==> src/sv/shbi_pkg.sv <==
// ----------------------------------------------------------------------------
// String hash bucket index: shared package
// Widths, the hash seed and the status record shared by the top level and
// the remainder unit.
// ----------------------------------------------------------------------------
package shbi_pkg;

	// Field and datapath widths.
	localparam int unsigned CP_W   = 21;
	localparam int unsigned HASH_W = 64;
	localparam int unsigned SIZE_W = 32;

	// Starting value of the running hash for every key.
	localparam logic [HASH_W-1:0] HASH_SEED = 64'd75025;

	// Table size after reset.
	localparam logic [SIZE_W-1:0] TABLE_SIZE_RST = 32'd7;

	// Status of the remainder unit as seen by the sequencer.
	typedef struct packed {
		logic busy;
		logic done;
	} shbi_mod_stat_t;

endpackage

==> src/sv/string_hash_bucket_index.sv <==
// ----------------------------------------------------------------------------
// String hash bucket index: top level
// Hashes a key one code point per transfer and returns its bucket index.
// ----------------------------------------------------------------------------
// A key streams in one code point per transfer, with last set on its final
// code point. For each nonzero code point that is not last, the running
// 64-bit hash (seed 75025) becomes hash*33 + code point + 1, and the block
// takes the next transfer in the following cycle. A zero code point ends
// hashing; later code points of that key are ignored. The transfer flagged
// last hashes its code point and then starts the modulo by table_size, which
// runs in a one-bit-per-cycle restoring divider: key_stall stays high after
// that transfer through the 64 divide steps and the hand-off, longer
// only if the previous result is still held in the output register. A table
// size of zero gives index zero. table_size is written through
// table_size_we/table_size_wdata and must only change while no key is in
// flight.
module string_hash_bucket_index
	import shbi_pkg::*;
(
	input  logic              clk,
	input  logic              arst_n,
	// Configuration
	input  logic              table_size_we,
	input  logic [SIZE_W-1:0] table_size_wdata,
	// Key channel
	input  logic              key_valid,
	output logic              key_stall,
	input  logic [CP_W-1:0]   code_point,
	input  logic              last,
	// Bucket channel
	output logic              bucket_valid,
	input  logic              bucket_stall,
	output logic [SIZE_W-1:0] bucket_index
);

	logic [SIZE_W-1:0] table_size_q;
	logic [HASH_W-1:0] hash_q;
	logic              term_q;
	logic              bucket_valid_q;
	logic [SIZE_W-1:0] bucket_index_q;

	logic              key_xfer;
	logic              hash_en;
	logic [HASH_W-1:0] hash_upd;
	logic [HASH_W-1:0] hash_next;
	logic              mod_start;
	logic              mod_take;
	shbi_mod_stat_t    mod_stat;
	logic [SIZE_W-1:0] mod_rem;

	// Configuration register.
	always_ff @(posedge clk or negedge arst_n) begin
		if (!arst_n) begin
			table_size_q <= TABLE_SIZE_RST;
		end else if (table_size_we) begin
			table_size_q <= table_size_wdata;
		end
	end

	// Handshake on the key side: closed while a modulo is outstanding.
	assign key_stall = mod_stat.busy;
	assign key_xfer  = key_valid && !key_stall;

	// Hash update: hash*33 + code point + 1, wrapping at 64 bits.
	assign hash_en   = !term_q && (code_point != '0);
	assign hash_upd  = (hash_q << 5) + hash_q + HASH_W'(code_point) + HASH_W'(1);
	assign hash_next = hash_en ? hash_upd : hash_q;

	assign mod_start = key_xfer && last;

	// Running hash and terminator flag; the key state restarts after last.
	always_ff @(posedge clk or negedge arst_n) begin
		if (!arst_n) begin
			hash_q <= HASH_SEED;
			term_q <= 1'b0;
		end else if (key_xfer) begin
			if (last) begin
				hash_q <= HASH_SEED;
				term_q <= 1'b0;
			end else begin
				hash_q <= hash_next;
				if (code_point == '0) begin
					term_q <= 1'b1;
				end
			end
		end
	end

	// Remainder unit shared by every key.
	shbi_mod u_mod (
		.clk       (clk),
		.arst_n    (arst_n),
		.start     (mod_start),
		.dividend  (hash_next),
		.divisor   (table_size_q),
		.take      (mod_take),
		.stat      (mod_stat),
		.remainder (mod_rem)
	);

	// The result moves to the output register once that register is free.
	assign mod_take = mod_stat.done && (!bucket_valid_q || !bucket_stall);

	// Output register of the bucket channel.
	always_ff @(posedge clk or negedge arst_n) begin
		if (!arst_n) begin
			bucket_valid_q <= 1'b0;
		end else if (mod_take) begin
			bucket_valid_q <= 1'b1;
		end else if (!bucket_stall) begin
			bucket_valid_q <= 1'b0;
		end
	end

	always_ff @(posedge clk) begin
		if (mod_take) begin
			bucket_index_q <= mod_rem;
		end
	end

	assign bucket_valid = bucket_valid_q;
	assign bucket_index = bucket_index_q;

endmodule

==> src/sv/shbi_mod.sv <==
// ----------------------------------------------------------------------------
// String hash bucket index: remainder unit
// Restoring binary division that yields the 64-bit hash modulo the 32-bit
// table size, one dividend bit per cycle through a shared subtractor.
// ----------------------------------------------------------------------------
module shbi_mod
	import shbi_pkg::*;
(
	input  logic              clk,
	input  logic              arst_n,
	input  logic              start,
	input  logic [HASH_W-1:0] dividend,
	input  logic [SIZE_W-1:0] divisor,
	input  logic              take,
	output shbi_mod_stat_t    stat,
	output logic [SIZE_W-1:0] remainder
);

	localparam int unsigned CNT_W = $clog2(HASH_W);

	typedef enum logic [1:0] {
		ST_IDLE,
		ST_RUN,
		ST_DONE
	} state_t;

	state_t             state_q;
	logic [CNT_W-1:0]   cnt_q;
	logic [HASH_W-1:0]  dvd_q;
	logic [SIZE_W-1:0]  dvs_q;
	logic               dvs_zero_q;
	logic [SIZE_W-1:0]  rem_q;

	logic [SIZE_W:0]    trial;
	logic [SIZE_W+1:0]  diff;

	// One restoring step: shift in the next dividend bit and try the subtract.
	assign trial = {rem_q, dvd_q[HASH_W-1]};
	assign diff  = {1'b0, trial} - {2'b00, dvs_q};

	// Sequencer and datapath registers.
	always_ff @(posedge clk or negedge arst_n) begin
		if (!arst_n) begin
			state_q    <= ST_IDLE;
			cnt_q      <= '0;
			dvd_q      <= '0;
			dvs_q      <= '0;
			dvs_zero_q <= 1'b0;
			rem_q      <= '0;
		end else begin
			unique case (state_q)
				ST_IDLE: begin
					if (start) begin
						state_q    <= ST_RUN;
						cnt_q      <= CNT_W'(HASH_W - 1);
						dvd_q      <= dividend;
						dvs_q      <= divisor;
						dvs_zero_q <= (divisor == '0);
						rem_q      <= '0;
					end
				end
				ST_RUN: begin
					dvd_q <= {dvd_q[HASH_W-2:0], 1'b0};
					if (diff[SIZE_W+1]) begin
						rem_q <= trial[SIZE_W-1:0];
					end else begin
						rem_q <= diff[SIZE_W-1:0];
					end
					if (cnt_q == '0) begin
						state_q <= ST_DONE;
					end else begin
						cnt_q <= cnt_q - 1'b1;
					end
				end
				ST_DONE: begin
					if (take) begin
						state_q <= ST_IDLE;
					end
				end
				default: begin
					state_q <= ST_IDLE;
				end
			endcase
		end
	end

	assign stat.busy = (state_q != ST_IDLE);
	assign stat.done = (state_q == ST_DONE);

	// A table of zero buckets maps every key to index zero.
	assign remainder = dvs_zero_q ? '0 : rem_q;

endmodule
==> config.mk <==
export PLATFORM = sky130hd
export DESIGN_NAME = string_hash_bucket_index
export DESIGN_NICKNAME = d
export VERILOG_FILES = /design/src/sv/shbi_pkg.sv /design/src/sv/string_hash_bucket_index.sv /design/src/sv/shbi_mod.sv
export SDC_FILE = /design/constraint.sdc
export NUM_CORES = 1
export LEC_CHECK = 0
export BUFFER_PORTS_ARGS = -buffer_cell sky130_fd_sc_hd__buf_4
export CORE_ASPECT_RATIO = 0.7
export CORE_MARGIN = 2
export CORE_UTILIZATION = 55
export CTS_CLUSTER_SIZE = 25
export DETAILED_ROUTE_END_ITERATION = 6
export MAX_ROUTING_LAYER = met4
export PLACE_DENSITY_LB_ADDON = 0.3
export SYNTH_ARGS = -nofsm -noshare
export SYNTH_HDL_FRONTEND = slang
export SYNTH_HIERARCHICAL = 1
export SYNTH_SLANG_ARGS = --single-unit
==> constraint.sdc <==
create_clock -name clk -period 7.35 [get_ports clk]
set_clock_uncertainty 0.1 [all_clocks]
set_input_delay 0.735 -clock clk [delete_from_list [all_inputs] [get_ports clk]]
set_output_delay 0.735 -clock clk [all_outputs]
set_load 0.02 [all_outputs]
# Word-level counts from Yosys, hierarchy flattened
# Index checks and enable logic that the tools add are counted.
# totals
register_bits,267
in_bits,59
output_inout_bits,34
word_cells,63
# classes
n_addsub,5
eq_ne,7
mux,18
n_reduce_logical,22
# ops
cell,count
$mux W64,3
$pmux W64 S2,1
$add A64 B1 Y64 const B,1
$add A64 B21 Y64,1
$add A64 B64 Y64,1
$mux W32,2
$pmux W32 S2,1
$sub A33 B32 Y34,1
$logic_not A32 Y1,1
$logic_not A21 Y1,1
$reduce_bool A21 Y1,1
$mux W6,2
$pmux W6 S2,1
$logic_not A6 Y1,1
$mux W2,3
$ne A2 B2 Y1 const B,3
$pmux W2 S3,1
$reduce_and A2 Y1,3
$reduce_and A3 Y1,2
$reduce_bool A2 Y1,3
$sub A6 B1 Y6 const B,1
$logic_and A1 B1 Y1,4
$logic_not A1 Y1,4
$mux W1,4
5 further kinds,6

# Depth between registers and ports, before layout
# depth
ltp_word,6
depth_mapped,17
depth_no_buf,17

# By module
# Netlist, hierarchy kept.
# modules_own_cells
module,n_inst,cells_each,area_each_um2,seq_area_each_um2
string_hash_bucket_index,1,1134,10136.0,3424.5
shbi_mod,1,965,7933.9,3428.3

# Least setup slack after synthesis
# Ideal clock, no wire load.
# synth_timing
path_type,in2reg
start,input port code_point[1]
end,register u_mod.dvd_q[63]
setup_time_ns,0.141
t_arrival_ns,3.965
t_required_ns,7.109
setup_slack_ns,3.144
cell_stages,15
path_buffers,0
cell_sequence,ha_1 ha_1 inv_1 fa_1 and2b_1 o2111ai_2 a2111o_1 a211o_1 a2111oi_4 nor2_2 o31ai_4 nor4_1 a2111o_1 nand2_1 a31oi_1
# synth_via
elab_chain_len,5
elab_cells_between_ends,7
cone_classes,add/sub (2); mux (3); reduce/logical (2)
# synth_rtl
element,line_no,rtl
"start, declared",string_hash_bucket_index.sv:28,"input logic [CP_W-1:0] code_point,"
$add A64 B21 Y64 / $reduce_bool A21 Y1 (equally long branches),"string_hash_bucket_index.sv:66, string_hash_bucket_index.sv:65",
$add A64 B1 Y64 / $logic_and A1 B1 Y1 (equally long branches),"string_hash_bucket_index.sv:66, string_hash_bucket_index.sv:65",
$mux W64 *,string_hash_bucket_index.sv:67,assign hash_next = hash_en ? hash_upd : hash_q;
named net hash_next[63],string_hash_bucket_index.sv:45,logic [HASH_W-1:0] hash_next;
$mux W64 *,shbi_mod.sv:53,if (start) begin
$pmux W64 S2 *,shbi_mod.sv:51,unique case (state_q)
"end signal, assigned",shbi_mod.sv:56,dvd_q <= dividend;
"end signal, assigned",shbi_mod.sv:63,"dvd_q <= {dvd_q[HASH_W-2:0], 1'b0};"
"end, declared",shbi_mod.sv:29,logic [HASH_W-1:0] dvd_q;
# Mark *: on every way through the listed nets, which the timed path passes. The rest lies on a longest branch. The select of a mux whose other input is x is not followed.
# A chain may end at the register's enable or synchronous reset.

# Final worst setup path
# layout_timing
start,register hash_q[0]
end,register u_mod.dvd_q[29]
# layout_via
elab_chain_len,6
# layout_rtl
element,line_no,rtl
"start, declared",string_hash_bucket_index.sv:37,logic [HASH_W-1:0] hash_q;
"start signal, assigned",string_hash_bucket_index.sv:81,hash_q <= hash_next;
$add A64 B64 Y64,string_hash_bucket_index.sv:66,assign hash_upd = (hash_q << 5) + hash_q + HASH_W'(code_point) + HASH_W'(1);
$add A64 B21 Y64,string_hash_bucket_index.sv:66,
$add A64 B1 Y64,string_hash_bucket_index.sv:66,
$mux W64,string_hash_bucket_index.sv:67,
named net hash_next[29],string_hash_bucket_index.sv:45,
$mux W64,shbi_mod.sv:53,
$pmux W64 S2,shbi_mod.sv:51,
# The timed path passes the listed nets, and every way through them passes these cells. The select of a mux whose other input is x is not followed.

==> impl_metrics.env <==
export IMPL_status="finished, final reports clean"
export IMPL_first_pass_iters=6
export IMPL_grt_pass1_vias=14600
export IMPL_fin_crit_ns=4.86
export IMPL_drtIter0Drc=1888
export IMPL_synth_area_mux_share_pct=3.03
export IMPL_layout_nets=2338
export IMPL_relSlewSlack_pct=19.8
export IMPL_yosys_most_used_dff="dfrtp_1"
export IMPL_multi_input_area_um2=10500
export IMPL_routed_wl_um=51700
export IMPL_num_vias=15800
export IMPL_cts_tree="done"
export IMPL_peakVddDrop_v=0.000310
export IMPL_syn_to_final_growth_pct=10.3
export IMPL_p_leak_uw=0.00890
export IMPL_ant_nets=0
export IMPL_hp_class="primary input to asynchronous set/reset pin"
export IMPL_cts_hold_buffers=0
export IMPL_mostFrequentLayoutCells="nand2_1 (377), dfrtp_1 (226), o21ai_0 (199)"
export IMPL_worstPathRequired_ns=7.65
export IMPL_critPathMostFrequentCell="inv_1"
export IMPL_finalCritPeriodShare_pct=66.2
export IMPL_hpwl_um=37300
export IMPL_yosys_warnings=6
export IMPL_port_buffers=92
export IMPL_clk_pin_slew_ns=0.07
export IMPL_insertedDiodeCount=0
export IMPL_synth_simple_area_share_pct=18.3
export IMPL_synth_top_area_share_pct=31.3
export IMPL_synth_fa_ha_area_share_pct=11.9
export IMPL_syn_area_per_cell_um2=8.61
export IMPL_cts_root_buf="clkbuf_16"
export IMPL_io_pins=93
export IMPL_synth_area_um2=18100
export IMPL_synth_cell_types=77
export IMPL_path_cells="inv_1 -> ha_1 -> inv_1 -> ha_1 -> inv_1 -> fa_1 -> and2b_1 -> o2111ai_2 -> a211oi_1 -> o21ai_0 -> o41ai_1 -> a21oi_1 -> o21bai_1 -> xnor2_1 -> o21ai_0 -> nand2_1 -> a31oi_1"
export IMPL_drive_gt1_share_pct=10.4
export IMPL_cp_end_kind="flip-flop"
export IMPL_antenna_found_initial=0
export IMPL_dpl_cell_count=2515
export IMPL_synth_compound_area_share_pct=20.7
export IMPL_grt_max_degree=170
export IMPL_syn_nets=2319
export IMPL_synth_area_leaders="dfrtp_1 (31%), ha_1 (9.9%), nand2_1 (7.9%)"
export IMPL_powerDensity_nw_per_um2=492
export IMPL_routed_via_density=6.17
export IMPL_worstSetupPathType="flip-flop to flip-flop"
export IMPL_final_cells=2566
export IMPL_cts_path_max_buffers=3
export IMPL_track_usage_pct=31.4
export IMPL_synth_top_family_by_area="compound AO/OA/AOI/OAI gates"
export IMPL_postSynthCellCount=2099
export IMPL_cap_violations=0
export IMPL_cts_setup_buffers=0
export IMPL_grt_pass1_wl_um=82500
export IMPL_crit_family="compound AO/OA/AOI/OAI gates"
export IMPL_cp_buffers_inverters=3
export IMPL_tightest_slew_ns=1.20
export IMPL_ctsHtreeMaxLevel=1
export IMPL_yosys_area_share_xor_xnor_pct=3.97
export IMPL_fp_coreArea_um2=32300
export IMPL_fmax_ghz=0.206
export IMPL_insertion_delay_ns=0.57
export IMPL_die_h_um=156
export IMPL_synth_seq_cells=267
export IMPL_ys_async_sr_fraction_pct=88.0
export IMPL_regArea_um2=6850
export IMPL_hold_violations=0
export IMPL_num_fill_cells=2853
export IMPL_cpPeakStageDelay_ns=0.89
export IMPL_final_max_slew_viol_count=0
export IMPL_cts_repair_resized=0
export IMPL_die_w_um=221
export IMPL_holdWs_ns=0.000902
export IMPL_drt_drc_violations_left=0
export IMPL_fin_setup_tns_ns=0
export IMPL_synth_edf_count=32
export IMPL_rows=55
export IMPL_clkSinkCount=267
export IMPL_ys_seq_area_share_pct=37.9
export IMPL_crit_path_max_fanout=5
export IMPL_cts_made_buffers=28
export IMPL_cp_data_arrival_time_ns=5.17
export IMPL_overflow=0
export IMPL_setup_viol=0
export IMPL_gp_congestion=0.992
export IMPL_final_common_cell="nand2_1"
export IMPL_start_util_pct=55.9
export IMPL_wl_per_cell_um=20.1
export IMPL_rsz0062_at_grt="no"
export IMPL_synth_area_leader_cell="dfrtp_1"
export IMPL_cp_start_kind="flip-flop"
export IMPL_die_area_um2=34300
export IMPL_crit_slowest_cell="o41ai_1"
[kinds of logic (layout without fill, tap and decap cells)]
family,Yosys count,in the layout
AOI/OAI and AO/OA,602,602
xor gates and xnor gates,82,82
adders and majority gates,161,161
buffers and inverters,192,232
DFF,267,267
muxes,50,50
and+or+nand+nor,745,745
[cells in the mapped netlist, types with 11 or more instances]
master	count
o31ai_1	12
a22o_1	19
a31oi_1	75
nor3_1	30
fa_1	18
o21ai_0	199
buf_1	11
nand4_1	37
nor4_1	19
and3_1	14
o21bai_1	20
o21ai_1	17
nor2_1	136
a211oi_1	13
inv_1	77
nand2_1	378
edfxtp_1	32
ha_1	143
a21oi_1	132
o21a_1	12
dfrtp_1	226
xor2_1	40
nand3_1	49
mux2_2	37
a21o_1	31
clkbuf_1	98
o211ai_1	12
nor2b_1	43
xnor2_1	42
mux2i_1	13
[flip-flops by register name (all words and copies together), names as in the netlist]
signal / flops
bucket_index: 32
hash_q: 64
u_mod/dvd_q: 64
u_mod/dvs_zero_q: 1
u_mod/state_q: 2
bucket_valid: 1
u_mod/cnt_q: 6
term_q: 1
table_size_q: 32
u_mod/dvs_q: 32
u_mod/rem_q: 32
[power by group]
part | switching (µW) | total (µW) | internal, µW
Combinational | 3580 | 5810 | 2230
Sequential | 469 | 2500 | 2030
Clock | 620 | 1500 | 879
Total | 4670 | 9810 | 5140
[final cells by class]
type	instances	area share [%]
Clock inverter	13	0.797
Multi-Input combinational cell	1640	52.6
Clock buffer	38	4.06
Inverter	77	1.45
Sequential cell	267	34.4
Timing Repair Buffer	104	4.02
Tap cell	427	2.68
[path summary, 6_finish.rpt]
kind	from	to	slack [ns]	cells after the start
worst max-delay path	hash_q[0]	u_mod/dvd_q[29]	2.49	17
worst min-delay path	arst_n	hash_q[11]	0.0009	1
worst max register to register	hash_q[0]	u_mod/dvd_q[29]	2.49	17
worst min register to register	u_mod/cnt_q[0]	u_mod/cnt_q[0]	0.40	1
max in group asynchronous	arst_n	u_mod/dvd_q[45]	5.79	2
min in group clk	table_size_wdata[21]	table_size_q[21]	0.30	2
[worst reg2reg max path, cell delays in order (launching register included)]
cell	delay (ns)
dfstp_2	0.53
inv_1	0.08
ha_1	0.19
inv_1	0.06
ha_1	0.17
inv_1	0.06
fa_1	0.38
and2b_1	0.25
o2111ai_2	0.17
a211oi_1	0.33
o21ai_0	0.29
o41ai_1	0.89
a21oi_1	0.23
o21bai_1	0.50
xnor2_1	0.20
o21ai_0	0.10
nand2_1	0.09
a31oi_1	0.08
[stage by stage]
stage	setup slack, ns	utilization [%]	power (µW)	area [µm²]
global placement	2.53	58.6	8030	19000
floorplan	3.14	-	6760	18100
detailed placement	2.41	58.6	8150	19000
CTS	2.68	61.6	9690	19900
global route	2.22	61.6	10600	19900
finish	2.49	61.6	9810	19900
[per-layer routing]
| metal | up-vias | track usage, % | part of all wire, % |
|---|---|---|---|
| met5 | - | - | 0 |
| met4 | 0 | 4.60 | 1.3 |
| met2 | 609 | 39.9 | 39 |
| met1 | 7636 | 50.3 | 50 |
| met3 | 54 | 7.60 | 9.8 |
| li1 | 7533 | - | - |
No activity file was read; power rests on OpenSTA's default activity.
